==> config.mk <==
export PLATFORM = sky130hd
export DESIGN_NAME = nfc_response_frame_receiver_core
export DESIGN_NICKNAME = d
export VERILOG_FILES = /design/src/design/nfcrx_pkg.sv /design/src/design/nfcrx_front.sv /design/src/design/nfcrx_back.sv /design/src/design/nfc_response_frame_receiver_core.sv
export SDC_FILE = /design/constraint.sdc
export NUM_CORES = 1
export LEC_CHECK = 0
export BUFFER_PORTS_ARGS = -buffer_cell sky130_fd_sc_hd__buf_2
export CORE_MARGIN = 5
export CORE_UTILIZATION = 39
export DETAILED_ROUTE_END_ITERATION = 10
export SKIP_CTS_REPAIR_TIMING = 1
export SLEW_MARGIN = 0
export SYNTH_ARGS = -nofsm -noshare
export SYNTH_HDL_FRONTEND = slang
export SYNTH_HIERARCHICAL = 1
export SYNTH_SLANG_ARGS = --single-unit
==> constraint.sdc <==
create_clock -name aclk -period 13.16 [get_ports aclk]
set_input_delay 2.632 -clock aclk [delete_from_list [all_inputs] [get_ports aclk]]
set_output_delay 2.632 -clock aclk [all_outputs]
set_load 0.02 [all_outputs]
==> src/design/nfcrx_pkg.sv <==
`default_nettype none
// ----------------------------------------------------------------------------
// nfcrx_pkg
// Shared types and constants of the NFC response frame receiver.
// ----------------------------------------------------------------------------
package nfcrx_pkg;

    localparam int MAX_BODY_BYTES = 22;
    localparam int BODY_IDX_W     = $clog2(MAX_BODY_BYTES);
    localparam int RESULT_W       = 154;
    localparam int OUT_TDATA_W    = 160;

    localparam logic [7:0] DIR_TO_HOST = 8'hD5;
    localparam logic [7:0] RESP_LEN_SHORT = 8'd18;
    localparam logic [7:0] RESP_LEN_LONG  = 8'd20;

    // configuration register indexes
    localparam logic [7:0] REG_SENT_CMD = 8'd0;
    localparam logic [7:0] REG_DECODE   = 8'd1;

    // status codes
    localparam logic [3:0] ST_CARD_OK    = 4'd0;
    localparam logic [3:0] ST_ACK_BAD    = 4'd1;
    localparam logic [3:0] ST_PREAMBLE   = 4'd2;
    localparam logic [3:0] ST_LEN_SUM    = 4'd3;
    localparam logic [3:0] ST_TOO_LONG   = 4'd4;
    localparam logic [3:0] ST_DIR_CMD    = 4'd5;
    localparam logic [3:0] ST_DATA_SUM   = 4'd6;
    localparam logic [3:0] ST_NO_CARD    = 4'd7;
    localparam logic [3:0] ST_TGT_COUNT  = 4'd8;
    localparam logic [3:0] ST_RESP_LEN   = 4'd9;
    localparam logic [3:0] ST_UNDECODED  = 4'd10;

    // one classified input beat
    typedef struct packed {
        logic       is_start;
        logic [7:0] data;
    } item_t;

    // one result, status in the lowest bits
    typedef struct packed {
        logic [4:0]  body_length;
        logic        sys_code_valid;
        logic [15:0] sys_code;
        logic [63:0] card_pmm;
        logic [63:0] card_idm;
        logic [3:0]  status;
    } result_t;

    function automatic logic [7:0] ack_byte(input logic [2:0] idx);
        logic [7:0] b;
        unique case (idx)
            3'd2, 3'd4: b = 8'hFF;
            default:    b = 8'h00;
        endcase
        return b;
    endfunction

endpackage
`default_nettype wire

==> src/design/nfcrx_front.sv <==
`default_nettype none
// ----------------------------------------------------------------------------
// nfcrx_front
// Accepts input beats, tags them as start or data and queues them (2 deep).
// ----------------------------------------------------------------------------
module nfcrx_front (
    input  wire logic            aclk,
    input  wire logic            aresetn,
    input  wire logic            s_tvalid,
    output logic                 s_tready,
    input  wire logic [7:0]      s_tdata,
    input  wire logic            s_tuser,
    output logic                 q_valid,
    input  wire logic            q_ready,
    output nfcrx_pkg::item_t     q_item
);

    nfcrx_pkg::item_t slot_reg [2];
    logic       wr_ptr_reg, wr_ptr_next;
    logic       rd_ptr_reg, rd_ptr_next;
    logic [1:0] count_reg, count_next;
    logic       push, pop;

    assign s_tready = (count_reg != 2'd2);
    assign q_valid  = (count_reg != 2'd0);
    assign q_item   = slot_reg[rd_ptr_reg];
    assign push     = s_tvalid && s_tready;
    assign pop      = q_valid && q_ready;

    always_comb begin
        wr_ptr_next = push ? ~wr_ptr_reg : wr_ptr_reg;
        rd_ptr_next = pop  ? ~rd_ptr_reg : rd_ptr_reg;
        count_next  = count_reg + {1'b0, push} - {1'b0, pop};
    end

    always_ff @(posedge aclk) begin
        if (!aresetn) begin
            wr_ptr_reg <= 1'b0;
            rd_ptr_reg <= 1'b0;
            count_reg  <= 2'd0;
        end else begin
            wr_ptr_reg <= wr_ptr_next;
            rd_ptr_reg <= rd_ptr_next;
            count_reg  <= count_next;
        end
    end

    // operation 0 opens a new exchange
    always_ff @(posedge aclk) begin
        if (push) begin
            slot_reg[wr_ptr_reg].is_start <= ~s_tuser;
            slot_reg[wr_ptr_reg].data     <= s_tdata;
        end
    end

endmodule
`default_nettype wire

==> src/design/nfcrx_back.sv <==
`default_nettype none
// ----------------------------------------------------------------------------
// nfcrx_back
// Frame parser: walks ACK, preamble, LEN/LCS, direction, body and tail,
// holds the body bytes and the config registers, registers one result.
// ----------------------------------------------------------------------------
module nfcrx_back (
    input  wire logic             aclk,
    input  wire logic             aresetn,
    input  wire logic             q_valid,
    output logic                  q_ready,
    input  wire nfcrx_pkg::item_t q_item,
    input  wire logic             cfg_valid,
    input  wire logic [7:0]       cfg_index,
    input  wire logic [7:0]       cfg_data,
    output logic                  res_valid,
    input  wire logic             res_ready,
    output nfcrx_pkg::result_t    res_data
);

    localparam logic [2:0] PH_IDLE = 3'd0;
    localparam logic [2:0] PH_ACK  = 3'd1;
    localparam logic [2:0] PH_PRE  = 3'd2;
    localparam logic [2:0] PH_LEN  = 3'd3;
    localparam logic [2:0] PH_DIR  = 3'd4;
    localparam logic [2:0] PH_BODY = 3'd5;
    localparam logic [2:0] PH_TAIL = 3'd6;

    localparam int IW = nfcrx_pkg::BODY_IDX_W;

    logic [2:0]    phase_reg, phase_next;
    logic [IW-1:0] count_reg, count_next;
    logic [7:0]    flen_reg, flen_next;
    logic [IW-1:0] bexp_reg, bexp_next;
    logic [7:0]    sum_reg, sum_next;
    logic [7:0]    cmd_reg;
    logic          decode_reg;
    logic [7:0]    body_reg [nfcrx_pkg::MAX_BODY_BYTES];
    logic          out_valid_reg, out_valid_next;
    nfcrx_pkg::result_t out_reg;

    logic          take;
    logic          store_clr, store_we;
    logic          fin;
    logic [3:0]    fin_status;
    logic [7:0]    b, reply, blen8;
    logic          mis;
    nfcrx_pkg::result_t res_next;

    assign take      = q_valid && (!out_valid_reg || res_ready);
    assign q_ready   = !out_valid_reg || res_ready;
    assign res_valid = out_valid_reg;
    assign res_data  = out_reg;
    assign b         = q_item.data;
    assign reply     = cmd_reg + 8'd1;
    assign blen8     = flen_reg - 8'd2;

    always_comb begin
        phase_next = phase_reg;
        count_next = count_reg;
        flen_next  = flen_reg;
        bexp_next  = bexp_reg;
        sum_next   = sum_reg;
        store_clr  = 1'b0;
        store_we   = 1'b0;
        fin        = 1'b0;
        fin_status = nfcrx_pkg::ST_CARD_OK;
        mis        = 1'b0;
        if (take) begin
            if (q_item.is_start) begin
                phase_next = PH_ACK;
                count_next = '0;
                flen_next  = '0;
                bexp_next  = '0;
                sum_next   = '0;
                store_clr  = 1'b1;
            end else begin
                unique case (phase_reg)
                    PH_ACK: begin
                        mis        = (b != nfcrx_pkg::ack_byte(count_reg[2:0]));
                        sum_next   = mis ? 8'd1 : sum_reg;
                        count_next = count_reg + 1'b1;
                        if (count_reg == IW'(5)) begin
                            count_next = '0;
                            if (mis || sum_reg != 8'd0) begin
                                fin        = 1'b1;
                                fin_status = nfcrx_pkg::ST_ACK_BAD;
                            end else begin
                                phase_next = PH_PRE;
                            end
                        end
                    end
                    PH_PRE: begin
                        if (count_reg < IW'(2)) mis = (b != 8'h00);
                        else                    mis = (b != 8'hFF) && (b != 8'h00);
                        sum_next   = mis ? 8'd1 : sum_reg;
                        count_next = count_reg + 1'b1;
                        if (count_reg == IW'(2)) begin
                            count_next = '0;
                            if (mis || sum_reg != 8'd0) begin
                                fin        = 1'b1;
                                fin_status = nfcrx_pkg::ST_PREAMBLE;
                            end else begin
                                phase_next = PH_LEN;
                            end
                        end
                    end
                    PH_LEN: begin
                        if (count_reg == '0) begin
                            flen_next  = b;
                            count_next = IW'(1);
                        end else if (flen_reg + b != 8'd0) begin
                            fin        = 1'b1;
                            fin_status = nfcrx_pkg::ST_LEN_SUM;
                        end else if (blen8 > 8'(nfcrx_pkg::MAX_BODY_BYTES)) begin
                            fin        = 1'b1;
                            fin_status = nfcrx_pkg::ST_TOO_LONG;
                        end else begin
                            bexp_next  = blen8[IW-1:0];
                            phase_next = PH_DIR;
                            count_next = '0;
                            sum_next   = '0;
                        end
                    end
                    PH_DIR: begin
                        if (count_reg == '0) begin
                            if (b != nfcrx_pkg::DIR_TO_HOST) sum_next = 8'd1;
                            count_next = IW'(1);
                        end else if (sum_reg != 8'd0 || b != reply) begin
                            fin        = 1'b1;
                            fin_status = nfcrx_pkg::ST_DIR_CMD;
                        end else begin
                            // seed the body checksum with TFI and command
                            sum_next   = nfcrx_pkg::DIR_TO_HOST + reply;
                            count_next = '0;
                            phase_next = (bexp_reg == '0) ? PH_TAIL : PH_BODY;
                        end
                    end
                    PH_BODY: begin
                        store_we   = 1'b1;
                        sum_next   = sum_reg + b;
                        count_next = count_reg + 1'b1;
                        if (count_reg + 1'b1 >= bexp_reg) begin
                            phase_next = PH_TAIL;
                            count_next = '0;
                        end
                    end
                    PH_TAIL: begin
                        if (count_reg == '0) begin
                            sum_next   = sum_reg + b;
                            count_next = IW'(1);
                        end else begin
                            fin = 1'b1;
                            priority if (sum_reg != 8'd0 || b != 8'h00)
                                fin_status = nfcrx_pkg::ST_DATA_SUM;
                            else if (!decode_reg)
                                fin_status = nfcrx_pkg::ST_UNDECODED;
                            else if (body_reg[0] == 8'd0)
                                fin_status = nfcrx_pkg::ST_NO_CARD;
                            else if (body_reg[0] != 8'd1)
                                fin_status = nfcrx_pkg::ST_TGT_COUNT;
                            else if (body_reg[2] != nfcrx_pkg::RESP_LEN_SHORT &&
                                     body_reg[2] != nfcrx_pkg::RESP_LEN_LONG)
                                fin_status = nfcrx_pkg::ST_RESP_LEN;
                            else
                                fin_status = nfcrx_pkg::ST_CARD_OK;
                        end
                    end
                    default: begin
                        // idle: drop the byte
                    end
                endcase
                if (fin) phase_next = PH_IDLE;
            end
        end
    end

    // assemble the result from the fixed body slots
    always_comb begin
        res_next             = '0;
        res_next.status      = fin_status;
        res_next.body_length = bexp_reg;
        if (fin_status == nfcrx_pkg::ST_CARD_OK) begin
            for (int k = 0; k < 8; k++) begin
                res_next.card_idm[63-8*k -: 8] = body_reg[4+k];
                res_next.card_pmm[63-8*k -: 8] = body_reg[12+k];
            end
            if (body_reg[2] == nfcrx_pkg::RESP_LEN_LONG) begin
                res_next.sys_code       = {body_reg[20], body_reg[21]};
                res_next.sys_code_valid = 1'b1;
            end
        end
    end

    always_comb begin
        out_valid_next = out_valid_reg;
        if (fin)            out_valid_next = 1'b1;
        else if (res_ready) out_valid_next = 1'b0;
    end

    always_ff @(posedge aclk) begin
        if (!aresetn) begin
            phase_reg     <= PH_IDLE;
            count_reg     <= '0;
            flen_reg      <= '0;
            bexp_reg      <= '0;
            sum_reg       <= '0;
            out_valid_reg <= 1'b0;
            cmd_reg       <= 8'd74;
            decode_reg    <= 1'b1;
        end else begin
            phase_reg     <= phase_next;
            count_reg     <= count_next;
            flen_reg      <= flen_next;
            bexp_reg      <= bexp_next;
            sum_reg       <= sum_next;
            out_valid_reg <= out_valid_next;
            if (cfg_valid) begin
                if (cfg_index == nfcrx_pkg::REG_SENT_CMD) cmd_reg    <= cfg_data;
                if (cfg_index == nfcrx_pkg::REG_DECODE)   decode_reg <= cfg_data[0];
            end
        end
    end

    always_ff @(posedge aclk) begin
        if (fin) out_reg <= res_next;
    end

    always_ff @(posedge aclk) begin
        if (store_clr) begin
            for (int k = 0; k < nfcrx_pkg::MAX_BODY_BYTES; k++) body_reg[k] <= 8'h00;
        end else if (store_we) begin
            body_reg[count_reg] <= b;
        end
    end

endmodule
`default_nettype wire

==> src/design/nfc_response_frame_receiver_core.sv <==
`default_nettype none
// ----------------------------------------------------------------------------
// nfc_response_frame_receiver_core
// Checks NFC controller response frames received over UART, one byte a beat.
// ----------------------------------------------------------------------------
// Usage:
//   s_ channel: one beat per UART byte. s_tuser is the operation: 0 arms a
//   new exchange (ACK expected next), 1 carries a received byte in s_tdata.
//   m_ channel: one beat per finished frame or first error, carrying the
//   status and, for a decoded card, IDm, PMm and the optional system code.
//   cfg channel: index 0 sent command code, index 1 decode enable; always
//   ready, write only while the block is idle.
// Throughput: one input beat per cycle while the result is not held, set by the
// byte-wide checksum and counter of the parser. A 2-entry queue sits between the
// input side and the parser.
// Result path: the beat that ends the frame is registered in the queue, then the
// parser takes it and registers the result and m_tvalid.
// Reset: parser goes idle and drops bytes until a start beat; config
// registers return to command 74 and decode on. When m_tready is low the
// result holds, the parser stalls and the queue fills, then s_tready drops.
// ----------------------------------------------------------------------------
module nfc_response_frame_receiver_core (
    input  wire logic         aclk,
    input  wire logic         aresetn,
    input  wire logic         s_tvalid,
    output logic              s_tready,
    input  wire logic [7:0]   s_tdata,     // [7:0] rx_byte
    input  wire logic         s_tuser,     // [0] operation
    output logic              m_tvalid,
    input  wire logic         m_tready,
    // [3:0] status, [67:4] card_idm, [131:68] card_pmm, [147:132] sys_code,
    // [148] sys_code_valid, [153:149] body_length, [159:154] zero
    output logic [159:0]      m_tdata,
    input  wire logic         cfg_valid,
    output logic              cfg_ready,
    input  wire logic [7:0]   cfg_index,
    input  wire logic [7:0]   cfg_data
);

    logic               q_valid, q_ready;
    nfcrx_pkg::item_t   q_item;
    nfcrx_pkg::result_t res_data;

    assign cfg_ready = 1'b1;
    assign m_tdata   = {(nfcrx_pkg::OUT_TDATA_W - nfcrx_pkg::RESULT_W)'(0), res_data};

    nfcrx_front u_front (
        .aclk     (aclk),
        .aresetn  (aresetn),
        .s_tvalid (s_tvalid),
        .s_tready (s_tready),
        .s_tdata  (s_tdata),
        .s_tuser  (s_tuser),
        .q_valid  (q_valid),
        .q_ready  (q_ready),
        .q_item   (q_item)
    );

    nfcrx_back u_back (
        .aclk      (aclk),
        .aresetn   (aresetn),
        .q_valid   (q_valid),
        .q_ready   (q_ready),
        .q_item    (q_item),
        .cfg_valid (cfg_valid),
        .cfg_index (cfg_index),
        .cfg_data  (cfg_data),
        .res_valid (m_tvalid),
        .res_ready (m_tready),
        .res_data  (res_data)
    );

endmodule
`default_nettype wire

# Yosys cells after proc, flatten, opt, wreduce, memory -nomap -nowiden
# Memory sizes are Yosys's and may differ from the RTL's. A register that Yosys moved wholly into a read port is not among the register bits.
# Cells that the tools add are included.
dict set report word_totals {
  ram_bits 194
  ff_bits 69
  mem_count 2
}
# memory words width rd rd_clocked_by_memory_dff write_ports line
set mem_list {}
lappend mem_list {u_back.body_reg 22 8 20 16 22 nfcrx_back.sv:38} ;# logic [7:0] body_reg [nfcrx_pkg::MAX_BODY_BYTES];
lappend mem_list {u_front.slot_reg 2 9 1 1 1 nfcrx_front.sv:18} ;# nfcrx_pkg::item_t slot_reg [2];
dict set report op_classes {
  n_reduce_logical 50
  mux 105
  magnitude_cmp 3
  add_sub_neg 8
  eq_ne 43
  bitwise 3
}
# cell n
set ops {}
lappend ops {{$mux 8} 18}
lappend ops {{$mux 5} 16}
lappend ops {{$mux 4} 13}
lappend ops {{$pmux 8 s6} 1}
lappend ops {{$mux 3} 14}
lappend ops {{$mux 1} 36}
lappend ops {{$ne 4x4->1 const B} 8}
lappend ops {{$pmux 5 s6} 1}
lappend ops {{$reduce_bool 8->1} 3}
lappend ops {{$pmux 4 s5} 1}
lappend ops {{$logic_not 1->1} 17}
lappend ops {{$mux 17} 1}
lappend ops {{$add 8x8->8} 2}
lappend ops {{$logic_not 8->1} 2}
lappend ops {{$ne 8x5->1 const B} 2}
lappend ops {{$ne 8x8->1} 2}
lappend ops {{$ne 8x8->1 const B} 2}
lappend ops {{$pmux 3 s5} 1}
lappend ops {{$reduce_bool 7->1} 2}
lappend ops {{$eq 3x3->1 const B} 4}
lappend ops {{$ne 4x2->1 const B} 3}
lappend ops {{$ne 4x3->1 const B} 3}
lappend ops {{$reduce_and 12->1} 1}
lappend ops {{$logic_not 5->1} 2}
lappend ops {{other kinds (33)} 57}

# Logic depth before layout (Yosys ltp)
dict set report depth {
  ltp_word 16
  depth_mapped 15
  mapped_depth_nobuf 12
}

# By module
# Netlist, hierarchy kept.
# module n_inst area_per_inst_um2 cells_per_inst
set by_module_without_submodules {}
lappend by_module_without_submodules {nfcrx_back 1 15695.1 1236}
lappend by_module_without_submodules {nfcrx_front 1 885.8 53}
lappend by_module_without_submodules {nfc_response_frame_receiver_core 1 60.1 9}

# Worst setup path after synthesis
# Ideal clock, no wire load.
dict set report synth_timing {
  path_kind {in2reg}
  from {input port m_tready}
  to {register u_back.out_reg (netlist bit u_back/res_data[0]) (enable)}
  cell_stages 5
  path_buffers 0
  slack_ns 6.658
  arrival_time_ns 5.995
  cell_sequence {nand2b_1 > nand2_1 > nor2_1 > nand2_1 > inv_1}
}
dict set report synth_via {
  elab_chain_len 3
}
# element line
set synth_lines {}
lappend synth_lines {{start: declaration} nfc_response_frame_receiver_core.sv:30} ;# input wire logic m_tready,
lappend synth_lines {{$logic_or 1x1->1} nfcrx_back.sv:50} ;# assign take = q_valid && (!out_valid_reg || res_ready);
lappend synth_lines {{$logic_and 1x1->1} nfcrx_back.sv:50}
lappend synth_lines {{$mux 1} nfcrx_back.sv:69} ;# if (take) begin
lappend synth_lines {{named net u_back.fin} nfcrx_back.sv:44} ;# logic fin;
lappend synth_lines {{end signal: assignment} nfcrx_back.sv:226} ;# if (fin) out_reg <= res_next;
lappend synth_lines {{end: declaration} nfcrx_back.sv:40} ;# nfcrx_pkg::result_t out_reg;
# The timed path passes the listed nets, and every way through them passes these cells.
# A chain may end at the register's enable or synchronous reset.

==> impl_results.md <==
- Number of flip-flops in the largest register: 160
- Final setup violation count: 0
- DR DRC count: 0
- Sw power: 821 uW
- Most frequent cells in the layout: 332 x edfxtp_1, 297 x and2_1, 185 x buf_2
- Leak Pwr: 7.02 nW
- Element type at the critical path start: flip-flop
- Multiplexer share of the synthesized area: 1.91%
- Crit path kind: flip-flop to flip-flop
- Final std cells w/o fill: 2,026
- Synth warnings: 6
- Max VDD drop: 0.0805 mV
- Area share of and/or/nand/nor cells after synthesis: 19.5%
- Synth Instances: 1,298
- Initial Util: 39.6%
- GRT Total Usage: 15.3%
- Worst EP required: 13.29 ns
- Maxcap violations: 0
- CTS Root Cell: clkbuf_16
- Layout cells sized above 1: 18.5%
- Slowest cell on crit path: mux2_2
- Min-Delay Path Class: flip-flop to flip-flop
- Mapped Area: 0.0166 mm2
- Adder-cell share of the synthesized area: 2.35%
- Largest family of logic cells by synthesized area: simple AND/OR/NAND/NOR gates
- Fillers: 3,789
- Sequential group share of total power: 50.8%
- FMAX: 176 MHz
- Die height: 217 um
- Combinational power share: 16.0%
- Worst setup margin: 7.47 ns
- Top_reg_cell synth: edfxtp_1
- Hold wc startpoint: u_back/bexp_reg[4]
- H-tree depth: 2
- Die Area: 0.0469 mm2
- RSZ-0062 raised after global routing: no
- Tightest Pin Transition: 1.19 ns
- Cts bufs inserted: 39
- Area growth syn-to-layout: 15.1%
- Placer congestion estimate: 0.829
- Async SR Flop Fraction: 0%
- Vias in the first global route: 10.2k
- Final min period: 5.69 ns
- I/O pins: 193
- CTS Buffer Depth: 3
- PortBufs: 185
- Dpl ws: 7.51 ns
- Synth cell types: 80
- Vias: 10.1k
- Worst hold slack: 0.496 ns
- Syn_area_per_cell: 12.8 um2
- Detailed placer's ending HPWL: 24,300 um
- XOR/XNOR Fraction of Synth Area: 1.89%
- Antenna-violating nets left: 0
- Post-layout nets: 1,519
- Tot Pwr: 3.05 mW
- Remaining global-route overflow: 0
- Delay-heaviest family, CP: simple AND/OR/NAND/NOR gates
- Critical-path cell list: mux2_2 -> ha_1 -> a211oi_1 -> o221a_2 -> o211ai_1 -> nor4_1 -> nor2_1 -> or4_4 -> or3_1 -> nand2_1 -> inv_6 -> buf_4
- DR iter-0 viols: 781
- Rows: 75
- Clock-pin slew on the worst setup and hold paths: 0.06 ns
- Endpoint class of the critical path: flip-flop
- Initial antenna violation count: 2
- Seq/Total Area, Yosys: 65.2%
- Post-DR wirelength/cell: 18.1 um
- Final hold vios: 0
- Worst-path fanout max: 84
- Core area: 0.0420 mm2
- Register bit count reported by yosys: 376
- WL final: 36,700 um
- Vias per inst: 4.97
- Synth Area in Compound Gates: 6.48%
- Clock power frac: 33.3%
- Slew Limit Fails: 0
- # clock sinks: 376
- Clock latency on the worst-skew pair: 0.54 ns
- Placed cells: 1,957
- Status: finished clean
- DR pass1 iterations: 7
- TritonCTS clock tree: built
- PD cells: 159 mW/mm2
- First-pass GRT wire length: 57,400 um
- Pint: 2.22 mW
- Crit share post-route: 43.2%
- Max incr delay on CP: 0.75 ns
- CP Buf/Inv Count: 2
- WP data arrival: 5.81 ns
- Switching Share: 27.0%
- Setup_tns: 0 ns
- Die W: 217 um
- Worst Skew: 0.0259 ns
- Max-slew headroom at the worst pin: 19.9%
- Largest net degree at the start of global routing: 102
- Post-synth EDFFs: 332
- Commonest non-fill, non-tap cell in the layout: edfxtp_1
[per-stage QoR]
stage | cell area [um2] | utilization [%]
final | 19100 | 45.5
after detailed placement | 18000 | 42.7
after global routing | 19100 | 45.5
after global placement | 18000 | 42.7
after CTS | 19100 | 45.5
after floorplan | 16700 | -
[cell families (layout without fill, tap and decap cells)]
group | count (synthesis) | after routing
AND/OR/NAND/NOR | 562 | 562
other | 2 | 8
XOR/XNOR | 36 | 36
adder cells (fa/ha/maj) | 30 | 30
buffers and inverters | 101 | 284
multiplexers | 30 | 30
flip-flops | 376 | 376
AO/OA/AOI/OAI | 161 | 161
[cells in the mapped netlist, types with 8 or more instances]
master	count	area share (%)
mux2i_1	19	1.1
edfxtp_1	332	60
clkbuf_1	55	1.2
nor3_1	15	0.45
nand3_1	27	0.81
inv_1	21	0.47
a21oi_1	20	0.60
dfxtp_1	44	5.3
nand2_1	60	1.4
nor2b_1	20	0.75
nand2b_1	12	0.45
a22oi_1	12	0.54
ha_1	28	2.1
mux2_2	10	0.68
a21o_1	8	0.36
and2_1	297	11
buf_2	8	0.24
xnor2_1	27	1.4
and3_1	23	0.86
o21ai_0	51	1.5
nor4_1	8	0.30
xor2_1	9	0.47
nor2_1	64	1.4
[worst paths after layout]
kind / slack (ns) / to / depth (start not counted)
worst max-delay path: 7.47 / u_back/res_data[14] / 12
worst min-delay path: 0.50 / u_back/res_data[153] / 0
worst max register to register: 7.47 / u_back/res_data[14] / 12
worst min register to register: 0.50 / u_back/res_data[153] / 0
[area by class of cell]
type                    count  area, um2  area share (%)
inverters                  22       87.6           0.457
multi-input cells         826       5370            28.0
clock inverters            19        140           0.732
flip-flops and latches    376      10900            56.7
well taps                 539        674            3.52
diodes                      1       2.50          0.0131
clock buffers              49       1030            5.40
repair buffers            194        993            5.19
[power groups by stage]
stage | Combinational, mW | Clock [mW] | Sequential [mW]
after floorplan | 0.356 | 0 | 1.54
after global placement | 0.478 | 0 | 1.57
after detailed placement | 0.492 | 0 | 1.57
after CTS | 0.493 | 1.04 | 1.55
after global routing | 0.539 | 1.09 | 1.56
final | 0.486 | 1.01 | 1.55
[metal layers]
layer	up-vias	track usage, %	share of wire (%)
met1	4833	20.1	43
met5	-	0	0.057
met4	4	4.26	2.2
met3	59	3.59	5.9
li1	4931	-	-
met2	252	25.6	49
Note: power is estimated with default switching activity, not from simulation.
